==> config.mk <==
export PLATFORM = sky130hd
export DESIGN_NAME = rar_front
export DESIGN_NICKNAME = d
export VERILOG_FILES = /design/src/sv/rar_pkg.sv /design/src/sv/rar_front.sv
export SDC_FILE = /design/constraint.sdc
export NUM_CORES = 1
export LEC_CHECK = 0
export BUFFER_PORTS_ARGS = -buffer_cell sky130_fd_sc_hd__buf_2
export CORE_MARGIN = 1
export CORE_UTILIZATION = 45
export DETAILED_ROUTE_END_ITERATION = 10
export MAX_ROUTING_LAYER = met4
export PLACE_DENSITY = 0.66
export SKIP_CTS_REPAIR_TIMING = 1
export SLEW_MARGIN = 40
export SYNTH_ARGS = -nofsm -noshare
export SYNTH_HDL_FRONTEND = slang
export SYNTH_SLANG_ARGS = --single-unit
==> constraint.sdc <==
create_clock -name clk -period 10.5 [get_ports clk]
set_input_delay 0.525 -clock clk [delete_from_list [all_inputs] [get_ports clk]]
set_output_delay 0.525 -clock clk [all_outputs]
set_load 0.05 [all_outputs]
==> src/sv/rar_pkg.sv <==
// Package with shared types and constants for the rational arithmetic block.
package rar_pkg;

	localparam logic [2:0] OP_ADD = 3'd0;
	localparam logic [2:0] OP_SUB = 3'd1;
	localparam logic [2:0] OP_MUL = 3'd2;
	localparam logic [2:0] OP_DIV = 3'd3;
	localparam logic [2:0] OP_RCP = 3'd4;

	// Classified operation handed from the front part to the back part.
	typedef struct packed {
		logic [2:0]  op;
		logic        bad;
		logic        an_neg;
		logic [31:0] an_mag;
		logic        ad_neg;
		logic [31:0] ad_mag;
		logic        bn_neg;
		logic [31:0] bn_mag;
		logic        bd_neg;
		logic [31:0] bd_mag;
	} rar_item_t;

endpackage

==> src/sv/rar_front.sv <==
// Front part: takes operands, splits sign and magnitude, flags bad ops and queues them.
module rar_front #(
	parameter int OPERAND_WIDTH = 32
) (
	input  logic                    clk,
	input  logic                    arst_n,
	input  logic                    valid,
	output logic                    stall,
	input  logic [2:0]              op,
	input  logic signed [31:0]      a_num,
	input  logic signed [31:0]      a_den,
	input  logic signed [31:0]      b_num,
	input  logic signed [31:0]      b_den,
	output logic                    q_valid,
	input  logic                    q_stall,
	output rar_pkg::rar_item_t      q_item
);

	localparam int QD = 2;

	rar_pkg::rar_item_t fifo_q [QD];
	logic        wp_q;
	logic        rp_q;
	logic [1:0]  cnt_q;
	rar_pkg::rar_item_t item;
	logic push;
	logic pop;

	function automatic logic [32:0] take(input logic [31:0] raw);
		logic [OPERAND_WIDTH-1:0] x;
		logic [OPERAND_WIDTH-1:0] m;
		begin
			x = raw[OPERAND_WIDTH-1:0];
			m = x[OPERAND_WIDTH-1] ? (~x + 1'b1) : x;
			take = {x[OPERAND_WIDTH-1], 32'(m)};
		end
	endfunction

	always_comb begin
		item.op = op;
		item.bad = !(op == rar_pkg::OP_ADD || op == rar_pkg::OP_SUB
			|| op == rar_pkg::OP_MUL || op == rar_pkg::OP_DIV
			|| op == rar_pkg::OP_RCP);
		{item.an_neg, item.an_mag} = take(a_num);
		{item.ad_neg, item.ad_mag} = take(a_den);
		{item.bn_neg, item.bn_mag} = take(b_num);
		{item.bd_neg, item.bd_mag} = take(b_den);
	end

	assign stall = (cnt_q == 2'(QD));
	assign push = valid && !stall;
	assign q_valid = (cnt_q != 2'd0);
	assign pop = q_valid && !q_stall;
	assign q_item = fifo_q[rp_q];

	always_ff @(posedge clk or negedge arst_n) begin
		if (!arst_n) begin
			wp_q <= 1'b0;
			rp_q <= 1'b0;
			cnt_q <= 2'd0;
		end else begin
			if (push) wp_q <= ~wp_q;
			if (pop) rp_q <= ~rp_q;
			cnt_q <= cnt_q + {1'b0, push} - {1'b0, pop};
		end
	end

	always_ff @(posedge clk) begin
		if (push) fifo_q[wp_q] <= item;
	end

endmodule

**Word-level counts from Yosys, hierarchy flattened**

Memory sizes are Yosys's and may differ from the RTL's.
Index checks and enable logic that the tools add are counted.

- Reductions and logical operators: 11
- $add $sub $neg: 6
- Eq/ne operators: 5
- Bitwise gates (word level): 6
- Muxes and demuxes: 6

Operators by type and width:

| cell | count |
|---|---|
| adder 32 x 1 -> 32 bit, second input constant | 4 |
| two-way mux 32 bit | 4 |
| inverter 32 bit | 4 |
| equality test 3 x 2 -> 1 bit, second input constant | 2 |
| logical OR 1 bit | 4 |
| equality test 3 x 1 -> 1 bit, second input constant | 1 |
| equality test 3 bit, second input constant | 1 |
| logical NOT 1 bit | 3 |
| logical NOT 3 bit | 1 |
| adder 2 x 1 -> 2 bit | 1 |
| equality test 2 bit, second input constant | 1 |
| logical AND 1 bit | 2 |
| two-way mux 1 bit | 2 |
| inverter 1 bit | 2 |
| nonzero test 2 bit | 1 |
| subtractor 2 x 1 -> 2 bit | 1 |

- Word-level logic and storage cells: 38
- Input port bits: 135
- RAM bits: 272
- Memories kept: 1
- Flip-flop bits (word level): 4

Memory list:

| name | depth | width | rd ports | clocked after memory_dff | write ports | line | RTL |
|---|---|---|---|---|---|---|---|
| fifo_q | 2 | 136 | 1 | 0 | 1 | rar_front.sv:21 | `rar_pkg::rar_item_t fifo_q [QD];` |

**Longest topological paths before layout**

- Word-level depth: 6
- Mapped depth: 7

**Worst setup path after synthesis**

No wires, ideal clock.

- Path kind: input -> register
- Start: input valid
- End: memory fifo_q[0][0] (netlist name), enable pin
- Setup slack: 3599 ps
- Cell stages on the path: 2
- Path buffers: 0
- Data arrival time: 6268 ps
- Required time: 9867 ps
- Cells stage by stage: nand2_1 nor2_1

- Cells in the longest elaborated chain, start to end: 3

Ends and longest elaborated chain:

| item | line | RTL |
|---|---|---|
| start: declaration | rar_front.sv:7 | `input logic valid,` |
| logical AND 1 bit | rar_front.sv:51 | `assign push = valid && !stall;` |
| two-way mux 1 bit | rar_front.sv:69 | `if (push) fifo_q[wp_q] <= item;` |
| two-way mux 1 bit (not written as such) | rar_front.sv:69 |  |
| end: declaration | rar_front.sv:21 |  |

No other way between the ends.

==> qor.csv <==
metric,value,unit
Initial Utilization,0.4578,
setup_tns,0,ns
Core Footprint,0.02786,mm^2
Routed Antenna Nets,0,
Crit Path Class,reg -> out,
layout cells sized above 1,0.4208,
class of the worst hold path,in -> reg,
Die Ht,170.3,um
Port Buffers,272,
GRT Util Overall,0.1944,
CTS Buffer Depth,3,
syn_nets,972,
Fill cells,2348,
CP endpoint kind,primary output,
worst-margin pin slew,0.7399,ns
Routed WL,27510,um
DR WL/cell,18.11,um
Area Growth Syn to Fin,21.92,%
Post-Route Utilization,0.5581,
slew margin rel.,0.5067,
CTS Buf Count,30,
Synth cell types,42,
DRT Pass-1 Iters,4,
largest net degree at the start of global routing,74,
top_reg_cell synth,edfxtp_1,
Final setup violation count,0,
maxcap violations,0,
Placer Congestion,0.8195,
CTS tree,done,
post-synthesis simple-gate area fraction,0.06692,
post-synthesis compound-gate area fraction,0.06338,
xor/xnor share of the synthesized area,0.08242,
crit path max fanout,69,
PwrDens,288.5,mW/mm^2
Synthesis Warnings,0,
HPWL Detailed,19080,um
IO Count,273,
Residual DRC,0,
full die area,0.02902,mm^2
asr flop ratio synth,0.01449,
Die X,170.3,um
RSZ-0062 raised after global routing,false,
number of DRC markers in iteration 0,442,
final instance area,0.01555,mm^2
Final Critical Period,3.200,ns
crit start category,register,
DP Worst Slack,7.651,ns
Peak Freq,0.3125,GHz
Clock Skew,0.008917,ns
clock sinks,276,
Final Hold Viols,0,
nets@finish,1253,
via count,8010,
Post-Synth Adder-Cell Area,0.005887,
vias in the first global route,8147,
Worst Path Arrival,2.68,ns
post-place instance area,0.01459,mm^2
first-pass GRT wire length,42790,um
Syn Std Cell Area,0.01275,mm^2
status,"finished, final reports clean",
combinational family with the most area after synthesis,multiplexers,
Site Rows,61,
mux contribution to synthesized area,0.1201,
sequential area share after synthesis,0.6484,
"Reg clk slew, reported paths",0.06,ns
total grt overflow,0,
fin worst setup slack,7.300,ns
CTS root buf,clkbuf_16,
max-slew violations,0,
syn_area_per_cell,15.35,um^2
post-synthesis register bit count,276,
initial antenna violation count,5,
fin crit share,0.3048,
vias per cell,5.273,
"EDFF count, synth",272,
"Clk Latency, worst-skew pair",0.54,ns
leakage power,0.005439,uW
maximum VDD drop,0.0001806,V
synthesized instance count,831,
CTS HTree Levels,1,
CP required,9.98,ns
-- sequential cells by signal, indices dropped and copies added, names as in the netlist --
name,cells
wp_q,1
fifo_q,272
rp_q,1
cnt_q,2
-- layout by cell type (no fill, tap or decap), types with 8 or more instances in the layout --
cell type | netlist | final
o41ai_2 | 8 | 8
o21ai_1 | 9 | 9
or3_1 | 10 | 10
mux2_2 | 136 | 136
edfxtp_1 | 272 | 272
clkbuf_16 | 0 | 31
o31ai_1 | 38 | 38
o21ai_0 | 20 | 20
xnor2_1 | 119 | 119
inv_1 | 11 | 11
nand2_1 | 38 | 38
nor4_1 | 12 | 12
clkinv_1 | 0 | 11
o41ai_1 | 26 | 26
buf_2 | 0 | 272
nor3_1 | 12 | 12
or4_1 | 10 | 10
nor2_1 | 14 | 13
nand2b_1 | 9 | 9
nand3_1 | 10 | 10
-- per-stage QoR --
stage	hold slack, ns	power, uW	std cells
6_report	0.1853	4486	1519
5_1_grt	0.1710	4683	1519
4_1_cts	-0.2431	4545	1513
3_5_place_dp	0.3475	3544	1457
3_3_place_gp	0.3439	3506	1454
2_1_floorplan	0.2294	3115	831
-- synthesized netlist by cell type, drive strengths merged, types with 9 or more instances --
master    n  share of area
inv      11         0.0032
nand2b    9         0.0044
nand2    38          0.011
o41ai    34          0.028
xnor2   119          0.082
nor3     12         0.0047
o31ai    39          0.023
nand3    10         0.0039
nor2     14         0.0041
edfxtp  272           0.64
or4      13         0.0085
nor4     13         0.0069
clkbuf   28         0.0082
or3      11         0.0055
o21ai    29          0.011
mux2    136           0.12
-- cell type report --
type | count | area [um^2] | share of cell area
multi-input combinational | 513 | 4338 | 0.2790
clock inverter | 20 | 140.1 | 0.009013
antenna | 5 | 12.51 | 0.0008048
sequential | 276 | 8272 | 0.5320
timing repair buffer | 280 | 1476 | 0.09496
tap | 378 | 473.0 | 0.03042
inverter | 11 | 41.29 | 0.002656
clock buffer | 36 | 794.5 | 0.05110
-- worst paths after layout --
path                       startpoint  slack, ns  cells past startpoint              to
setup / recovery                 rp_q       7.30                      4      q_item[99]
hold / removal                  op[2]       0.19                      1  fifo_q[0][135]
setup reg to reg             cnt_q[1]       8.03                      5  fifo_q[0][107]
hold reg to reg              cnt_q[0]       0.52                      1        cnt_q[0]
max in group asynchronous      arst_n      10.00                      2            rp_q
min in group asynchronous      arst_n       0.36                      2        cnt_q[0]
-- power breakdown --
part	switching [uW]	total (uW)	internal [uW]
sequential	73.3	1610	1530
clock	406	990	583
combinational	1370	1890	518
total	1850	4490	2630
-- per-layer routing --
layer | wire, um | up-vias | GRT usage
met5 | 0 | - | -
met4 | 501 | 0 | 0.05523
met3 | 1947 | 43 | 0.04442
met2 | 13330 | 234 | 0.3199
met1 | 11730 | 3910 | 0.2399
li1 | - | 3823 | -
-- critical path: stages, from the launching register on --
cell and delay, ns:
dfrtp_4 0.64, buf_12 0.24, buf_6 0.56, mux2_2 0.42, buf_2 0.21
-- kinds of logic (layout without fill, tap and decap cells) --
kind of cell / Yosys count / count (layout)
simple gates: 148 / 148
other cells: 0 / 5
xor+xnor: 120 / 120
flops: 276 / 276
mux: 136 / 136
fa+ha+maj: 6 / 6
compound gates: 103 / 103
buf+inv: 42 / 347
No activity file was read; power rests on OpenSTA's default activity.
